==> src/rtl/sem_pkg.sv <==
`timescale 1ns / 1ps
// Shared types and constants of the RGB Sobel edge magnitude block.
// Used by every module in rtl/; depends on nothing else.
package sem_pkg;

    localparam int MAX_WIDTH_DEF = 1024;
    localparam int MAX_HEIGHT    = 4096;

    localparam int CH_W     = 8;
    localparam int PIX_W    = 3 * CH_W;
    localparam int FW_W     = 11;
    localparam int FH_W     = 13;
    localparam int ROW_W    = 14;
    localparam int PEND_W   = 22;
    localparam int GRAD_W   = 11;
    localparam int SQ_W     = 20;
    localparam int SUM_W    = 21;
    localparam int ROOT_IN_W = 16;
    localparam int CFG_IDX_W  = 1;
    localparam int CFG_DATA_W = 13;

    localparam logic [CFG_IDX_W-1:0] REG_FRAME_WIDTH  = 1'b0;
    localparam logic [CFG_IDX_W-1:0] REG_FRAME_HEIGHT = 1'b1;

    localparam logic [FW_W-1:0]  RESET_WIDTH  = 11'd640;
    localparam logic [FH_W-1:0]  RESET_HEIGHT = 13'd480;
    localparam logic [SUM_W-1:0] SAT_LIMIT    = 21'd65280;
    localparam logic [CH_W-1:0]  SAT_VALUE    = 8'd255;

    localparam logic CMD_FLUSH = 1'b1;

    typedef enum logic {
        OP_PIXEL,
        OP_FLUSH
    } op_t;

    typedef struct packed {
        op_t              op;
        logic [PIX_W-1:0] pixel;
    } item_t;

endpackage

==> src/rtl/sem_front.sv <==
`timescale 1ns / 1ps
// Front end: takes input transfers, decodes the command and keeps a
// two-entry queue toward the back end. Depends on sem_pkg.
module sem_front (
    input  logic                clk,
    input  logic                rst_n,
    input  logic                in_valid,
    output logic                in_ready,
    input  logic                command,
    input  logic [7:0]          pixel_red,
    input  logic [7:0]          pixel_green,
    input  logic [7:0]          pixel_blue,
    output logic                q_valid,
    input  logic                q_ready,
    output sem_pkg::item_t      q_item
);

    sem_pkg::item_t entry_reg [2];
    logic           wr_ptr_reg, wr_ptr_next;
    logic           rd_ptr_reg, rd_ptr_next;
    logic [1:0]     count_reg, count_next;
    logic           push, pop;
    sem_pkg::item_t new_item;

    assign in_ready = (count_reg != 2'd2);
    assign q_valid  = (count_reg != 2'd0);
    assign q_item   = entry_reg[rd_ptr_reg];
    assign push     = in_valid && in_ready;
    assign pop      = q_valid && q_ready;

    always_comb
    begin
        new_item.op    = (command == sem_pkg::CMD_FLUSH) ? sem_pkg::OP_FLUSH
                                                         : sem_pkg::OP_PIXEL;
        new_item.pixel = {pixel_red, pixel_green, pixel_blue};
        wr_ptr_next    = push ? ~wr_ptr_reg : wr_ptr_reg;
        rd_ptr_next    = pop ? ~rd_ptr_reg : rd_ptr_reg;
        count_next     = count_reg + {1'b0, push} - {1'b0, pop};
    end

    always_ff @(posedge clk or negedge rst_n)
    begin
        if (!rst_n)
        begin
            wr_ptr_reg <= 1'b0;
            rd_ptr_reg <= 1'b0;
            count_reg  <= 2'd0;
        end
        else
        begin
            wr_ptr_reg <= wr_ptr_next;
            rd_ptr_reg <= rd_ptr_next;
            count_reg  <= count_next;
        end
    end

    always_ff @(posedge clk)
    begin
        if (push)
        begin
            entry_reg[wr_ptr_reg] <= new_item;
        end
    end

endmodule

==> config.mk <==
export PLATFORM = sky130hd
export DESIGN_NAME = sem_front
export DESIGN_NICKNAME = d
export VERILOG_FILES = /design/src/rtl/sem_pkg.sv /design/src/rtl/sem_front.sv
export SDC_FILE = /design/constraint.sdc
export NUM_CORES = 1
export LEC_CHECK = 0
export BUFFER_PORTS_ARGS = -buffer_cell sky130_fd_sc_hd__buf_2
export CAP_MARGIN = 25
export CORE_UTILIZATION = 35
export CTS_BUF_LIST = sky130_fd_sc_hd__clkbuf_2 sky130_fd_sc_hd__clkbuf_4 sky130_fd_sc_hd__clkbuf_8
export DETAILED_ROUTE_END_ITERATION = 12
export SETUP_SLACK_MARGIN = 0.1
export SKIP_LAST_GASP = 1
export SLEW_MARGIN = 10
export SYNTH_ARGS = -nofsm -noshare
export SYNTH_HDL_FRONTEND = slang
export SYNTH_SLANG_ARGS = --single-unit
==> constraint.sdc <==
create_clock -name clk -period 6.4 [get_ports clk]
set_input_delay 1.28 -clock clk [delete_from_list [all_inputs] [get_ports clk]]
set_output_delay 1.28 -clock clk [all_outputs]
set_load 0.01 [all_outputs]
==> reports/metrics.cfg, run 1 <==
[status]
status=finished clean

[layout]
drive_above_1_share_pct=58.9
diodes=0
final_cell_mix=55 x buf_2, 50 x edfxtp_1, 24 x mux2_2
layout.nets=188
syn2layout_area_growth_pct=23.9
post-route-util_pct=45.1
seqCellArea_um2=1600
postLayoutCellArea_um2=2500
layout_commonest_cell=buf_2
multi_input_area_um2=383
fin_cells=230
largest_register_ffs=50
nFillCells=521

[yosys]
netlist_instances=95
synth_area_leader_cell=edfxtp_1
synth_cell_types=15
syn-cell-area_um2=2020
yosysSeqAreaShare_pct=79.3
synth.avg_cell_area_um2=21.3
synth_top_area_share_pct=74.3
yosys_register_bits=54
ys_warn_count=0
synthTopCellsByArea=edfxtp_1 74%, mux2_2 13%, dfrtp_1 5.0%
syn_nets=126

[power]
power_density_nw_per_um2=428
p_comb_share_pct=33.7
power_switching_mw=0.307
finalPower_mw=1.07
switching_share_pct=28.6
p_int_mw=0.765
power_leakage_nw=0.956
p_seq_share_pct=48.4
clkPwrFrac_pct=17.9
peakVddDrop_mv=0.227

[die]
io_pins=56
die-area_um2=6080
die_x_um=78.0
start_util_pct=36.4
num_rows=27
core_um2=5540
die_h_um=78.0

[setup_path]
critPathMaxStageDelay_ns=0.61
path_cells=buf_16 -> mux2_2 -> buf_2
cp_top_family=flip-flops
cp_slowest_cell=dfrtp_1
ff2ff_path_depth=7
cp.buffers_inverters=2
worst-path-stages=3
cp-end-kind=output port
r2r_setup_slack_ns=4.68
r2r_start=count_reg[1]
critPathMaxFanout=19
path_class=flip-flop to output port
cp.arrival_ns=1.62
timing.rr.end=count_reg[1]
startpoint_type=flip-flop
required_ns=5.12

[clock_network]
cts_tree=yes
h-tree-depth=2
clockBufferDepth=2
post_cts_buffers=0
clockRootBuffer=clkbuf_8
clock_latency_ns=0.30
clkSlewWorstSetupHoldPaths_ns=0.08
cts_buffers=5
cts_hold_buf=0
ctsResizeCount=0
clkSinkCount=54

[sta]
setup_tns_ns=0
setup_viol=0
slew_headroom_pct=55.6
rsz0062_at_grt=no
drv_slew=0
setup_slack_ns=3.50
fmax_mhz=345
hold_slack_ns=0.524
hold_viol_final=0
period_needed_ns=2.90
skew_ns=0.00472
post-route-period-util_pct=45.3
tightest_slew_ns=0.666

[placement]
dp_hpwl_um=2240
portBuffers=55
dp_cells=222
finalWeightedCongestion=0.638
dp_slack_ns=3.81
place_area_um2=2400

[global_route]
grt_max_degree=26
track_usage_pct=11.4
grt_overflow=0
antenna_found_initial=0
grt_first_pass_wirelength_um=5090
grt_pass1_vias=1088

[min_path]
hold_path_end=wr_ptr_reg
hp-class=flip-flop to flip-flop
worstHoldStart=wr_ptr_reg
hold-path-cell-count=1

[detailed_routing]
drtAntennaViolNets=0
drcViolationCount=0
wl_um=3210
drt-pass1-iter-count=4
detail_route.wl_per_cell_um=13.9
drt-vias-per-instance=4.53
first_iter_violations=17
vias=1041

[job]
cap_viol_max_count=0

[worst reg2reg max path, cell delays in order (launching register included)]
cell	delay, ns
dfrtp_1	0.41
or2_1	0.25
and2_4	0.17
ha_1	0.27
inv_1	0.04
ha_1	0.18
xnor2_1	0.17
xnor2_1	0.16
[power by group through the flow]
stage	combinational (mW)	sequential (mW)	clock [mW]
finish	0.361	0.519	0.192
global route	0.392	0.529	0.212
CTS	0.369	0.521	0.201
detailed placement	0.366	0.529	0
global placement	0.313	0.547	0
floorplan	0.249	0.510	0
[routing by layer]
metal / track usage, % / wire length (um) / vias to the layer above
met1: 12.4 / 1240 / 504
met2: 20.4 / 1670 / 48
met3: 4.71 / 250 / 4
met4: 3.33 / 41 / 0
met5: 0 / 0 / -
li1: - / - / 485
[Yosys cell counts, drive strengths merged]
| master | number |
|---|---|
| or2 | 1 |
| xor2 | 1 |
| and3 | 1 |
| buf | 3 |
| nor2 | 1 |
| inv | 1 |
| nand2 | 1 |
| nand2b | 1 |
| ha | 2 |
| and2 | 1 |
| xnor2 | 3 |
| edfxtp | 50 |
| mux2 | 25 |
| dfrtp | 4 |
[logic make-up after synthesis]
group	after synthesis	synth area share [%]
simple gates	6	1.74
buf+inv	4	1.86
fa+ha+maj	2	1.24
mux	25	14.1
flops	54	79.3
xor+xnor	4	1.74
[worst max path at each step]
stage / from / endpoint / slack, ns
global placement: rd_ptr_reg / q_item[18] / 3.45
detailed placement: rd_ptr_reg / q_item[18] / 3.81
floorplan: in_valid / entry_reg[0][0] / 3.55
CTS: rd_ptr_reg / q_item[18] / 3.47
finish: rd_ptr_reg / q_item[18] / 3.50
global route: rd_ptr_reg / q_item[18] / 3.41
[final cells by class]
class	instances	share of cell area (%)
well taps	72	3.60
inverters	1	0.150
multi-input cells	37	15.3
repair buffers	58	13.0
clock buffers	8	3.90
flip-flops and latches	54	64.0
No activity file was read; power rests on OpenSTA's default activity.
==> inputs of run 2 (changes only) <==
- clock period: 6.4 -> 3 ns (I/O delays scaled with it)
==> run 2 against run 1 <==
Compared with the run above:
- register-to-register slack got worse by 3.4 ns
- critical endpoint is now q_item[7]
- largest cell class unchanged
- critical path depth did not move
- final cell count did not move
- sequential power rose by 110%
==> reports/metrics.cfg, run 2 (synthesized netlist as in run 1, its figures left out) <==
[status]
status=finished clean

[power]
power_density_nw_per_um2=950
p_seq_share_pct=46.0
p_int_mw=1.72
p_comb_share_pct=31.1
clkPwrFrac_pct=22.9
power_leakage_nw=0.960
peakVddDrop_mv=0.393
switching_share_pct=27.8
power_switching_mw=0.662

[layout]
post-route-util_pct=45.3
layout.nets=188
nFillCells=502
drive_above_1_share_pct=58.2
multi_input_area_um2=383
largest_register_ffs=50
layout_commonest_cell=buf_2
syn2layout_area_growth_pct=24.2
final_cell_mix=55 x buf_2, 50 x edfxtp_1, 24 x mux2_2
seqCellArea_um2=1600
diodes=0

[global_route]
antenna_found_initial=0
grt_max_degree=21
grt_first_pass_wirelength_um=5240
grt_use_met2_pct=20.1
use_met1_pct=13.8
grt.busiest_layer=met2
grt_pass1_vias=1112
grt_overflow=0
gr-usage-met3_pct=4.12
track_usage_pct=11.7

[sta]
hold_viol_final=0
setup_viol=0
post-route-period-util_pct=76.3
drv_slew=0
setup_tns_ns=0
rsz0062_at_grt=no
slew_headroom_pct=62.6
hold_slack_ns=0.0939
skew_ns=0.00256
period_needed_ns=2.29
fmax_mhz=437
tightest_slew_ns=0.560

[die]
die_h_um=78.0
core_um2=5540
start_util_pct=36.4
num_rows=27
io_pins=56
die-area_um2=6080
die_x_um=78.0

[detailed_routing]
wl_um=3250
first_iter_violations=52
drt-pass1-iter-count=4
drcViolationCount=0
vias=1024
detail_route.wl_per_cell_um=14.1
drtAntennaViolNets=0
drt-vias-per-instance=4.45

[clock_network]
clockBufferDepth=2
clkSlewWorstSetupHoldPaths_ns=0.09
clockRootBuffer=clkbuf_8
cts_buffers=5
cts_tree=yes
clock_latency_ns=0.30
clkSinkCount=54
post_cts_buffers=0
ctsResizeCount=0
cts_hold_buf=0
h-tree-depth=2

[setup_path]
ff2ff_path_depth=4
cp.arrival_ns=1.69
path_class=flip-flop to output port
cp-end-kind=output port
critPathMaxFanout=20
startpoint_type=flip-flop
required_ns=2.40
r2r_setup_slack_ns=1.25
r2r_start=count_reg[1]
timing.rr.end=entry_reg[0][11]

[placement]
portBuffers=55
dp_hpwl_um=2280
finalWeightedCongestion=0.682

[min_path]
hp-class=primary input to asynchronous set/reset pin

[job]
cap_viol_max_count=0

-- run 2: worst max-delay path by stage --
stage | slack (ns) | endpoint | from | cells past startpoint
finish | 0.71 | q_item[7] | rd_ptr_reg | 3
global route | 0.60 | q_item[7] | rd_ptr_reg | 3
CTS | 0.68 | q_item[15] | rd_ptr_reg | 3
detailed placement | 1.02 | q_item[4] | rd_ptr_reg | 3
global placement | 1.07 | q_item[4] | rd_ptr_reg | 3
floorplan | 0.83 | entry_reg[0][0] | in_valid | 2
-- run 2: power by group through the flow --
stage / sequential [mW] / combinational [mW] / clock (mW)
5_1_grt: 1.11 / 0.816 / 0.591
2_1_floorplan: 1.09 / 0.532 / 0
3_5_place_dp: 1.11 / 0.762 / 0
6_report: 1.10 / 0.742 / 0.545
3_3_place_gp: 1.11 / 0.742 / 0
4_1_cts: 1.10 / 0.765 / 0.562
-- run 2: final cells by class --
cell class | count | area share [%]
clock inverter | 3 | 2.54
multi-input combinational | 37 | 15.3
tap | 72 | 3.59
inverter | 1 | 0.150
sequential | 54 | 63.8
timing repair buffer | 58 | 11.9
clock buffer | 5 | 2.74
-- run 2: metrics by stage --
step	power, mW	setup WS, ns	std cells	area [um^2]
after floorplan	1.62	0.832	95	2020
after global placement	1.85	1.07	222	2380
after detailed placement	1.88	1.02	222	2380
after CTS	2.43	0.677	230	2510
after global routing	2.52	0.596	230	2510
final	2.38	0.712	230	2510
-- run 2: metal layers --
layer | share of wire, % | vias up
li1 | - | 484
met1 | 43 | 495
met2 | 49 | 42
met3 | 6.1 | 3
met4 | 1.0 | 0
met5 | 0 | -
-- run 2: critical path, cell delays in order (launching register included) --
cell	delay (ns)
dfrtp_1	0.51
buf_4	0.35
mux2_2	0.38
buf_2	0.14
==> inputs of run 3 (changes only) <==
- clock period: 3 -> 2.1 ns (I/O delays scaled with it)
==> run 3 against run 2 <==
Compared with the run above:
- worst setup slack worse by 0.42 ns
- critical endpoint is now q_item[18]
- first-iteration DRC count is 29% lower
- die area stayed put
- sequential cell count stayed put
- non-clock buffer count is 4 higher
- via count is 4.0% higher
- global-route usage is 0.12 points lower
- largest power group unchanged
- count of clock-buffer cells in the layout stayed put
- critical path depth stayed put
==> reports/metrics.cfg, run 3 (synthesized netlist as in run 1, its figures left out) <==
[status]
status=finished clean

[layout]
nFillCells=516
layout_commonest_cell=buf_2
largest_register_ffs=50
multi_input_area_um2=383
diodes=0
drive_above_1_share_pct=59.3
syn2layout_area_growth_pct=25.7
layout.nets=192
final_cell_mix=55 x buf_2, 50 x edfxtp_1, 24 x mux2_2
fin_cells=234
seqCellArea_um2=1600

[sta]
hold_viol_final=0
setup_tns_ns=0
post-route-period-util_pct=86.0
slew_headroom_pct=71.0
period_needed_ns=1.81
drv_slew=0
tightest_slew_ns=0.435
skew_ns=0.0122
fmax_mhz=554
setup_viol=0
rsz0062_at_grt=no

[clock_network]
clkSinkCount=54
clock_latency_ns=0.30
clockBufferDepth=2
cts_buffers=5
ctsResizeCount=0
clockRootBuffer=clkbuf_8
cts_tree=yes
h-tree-depth=2
cts_hold_buf=1
clkSlewWorstSetupHoldPaths_ns=0.10
post_cts_buffers=0

[placement]
dp_hpwl_um=2390
portBuffers=55
dp_cells=225
finalWeightedCongestion=0.618

[detailed_routing]
drtAntennaViolNets=0
first_iter_violations=37
detail_route.wl_per_cell_um=13.8
drcViolationCount=0
wl_um=3220
vias=1065
drt-pass1-iter-count=4
drt-vias-per-instance=4.55

[setup_path]
cp_top_family=multiplexers
cp.buffers_inverters=2
cp_slowest_cell=mux2_2
cp.arrival_ns=1.39
cp-end-kind=output port
critPathMaxStageDelay_ns=0.37
path_class=flip-flop to output port
critPathMaxFanout=12
startpoint_type=flip-flop
required_ns=1.68
path_cells=buf_4 -> mux2_2 -> buf_2

[die]
start_util_pct=36.4
die_x_um=78.0
die-area_um2=6080
io_pins=56
num_rows=27
die_h_um=78.0
core_um2=5540

[global_route]
antenna_found_initial=0
grt_first_pass_wirelength_um=5290
grt_pass1_vias=1166
track_usage_pct=11.6
grt_max_degree=19
grt_overflow=0

[min_path]
hp-class=primary input to flip-flop

[power]
peakVddDrop_mv=0.641
finalPower_mw=3.37
power_density_nw_per_um2=1330
power_leakage_nw=0.975

[job]
cap_viol_max_count=0

==> run 3: changes by cell type in the layout (fill, tap and decap cells not counted) <==
cell	before	now
inv_6	0	1
buf_12	0	1
bufinv_16	2	1
buf_4	3	5
clkinv_1	1	0
clkinv_4	0	1
dlygate4sd3_1	0	1
==> run 3: path summary, 6_finish.rpt <==
check	from	endpoint	slack, ns	cells after the start
hold / removal	pixel_red[7]	entry_reg[0][23]	0.30	1
hold reg to reg	wr_ptr_reg	wr_ptr_reg	0.52	1
setup reg to reg	count_reg[1]	count_reg[1]	0.37	7
setup / recovery	rd_ptr_reg	q_item[18]	0.29	3
max in group asynchronous	rst_n	rd_ptr_reg	1.53	2
min in group asynchronous	rst_n	count_reg[0]	0.45	2
==> run 3: power by group <==
part	leakage [nW]	switching (mW)	internal (mW)
Clock	0.0587	0.327	0.361
Sequential	0.511	0.0716	1.48
Combinational	0.406	0.572	0.557
==> run 3: metrics by stage <==
stage / area (um^2) / hold WS [ns] / setup slack (ns) / utilization [%]
after detailed placement: 2410 / 0.233 / 0.364 / 43.5
after global placement: 2410 / 0.227 / 0.479 / 43.5
final: 2540 / 0.296 / 0.294 / 45.8
after CTS: 2540 / 0.290 / 0.268 / 45.8
after global routing: 2540 / 0.276 / 0.224 / 45.8
after floorplan: 2020 / 0.124 / 0.371 / -
==> run 3: final cells by class <==
| class | count | area share, % |
|---|---|---|
| clock buffers | 5 | 2.71 |
| clock inverters | 3 | 1.87 |
| inverters | 1 | 0.148 |
| multi-input cells | 37 | 15.1 |
| flip-flops and latches | 54 | 63.1 |
| well taps | 72 | 3.55 |
| repair buffers | 62 | 13.5 |
==> run 3: worst reg2reg max path: cells and delay by family, from the launching register on <==
kind | cells | cell delay (ns)
buffers and inverters | 1 | 0.04
xor gates and xnor gates | 2 | 0.33
DFF | 1 | 0.42
adders and majority gates | 2 | 0.45
and+or+nand+nor | 2 | 0.42
==> run 3: layer usage <==
| layer | GRT usage (%) | wire [um] |
|---|---|---|
| met5 | 0 | 0 |
| met4 | 3.89 | 34 |
| met3 | 3.65 | 210 |
| met2 | 21.1 | 1740 |
| met1 | 12.7 | 1240 |
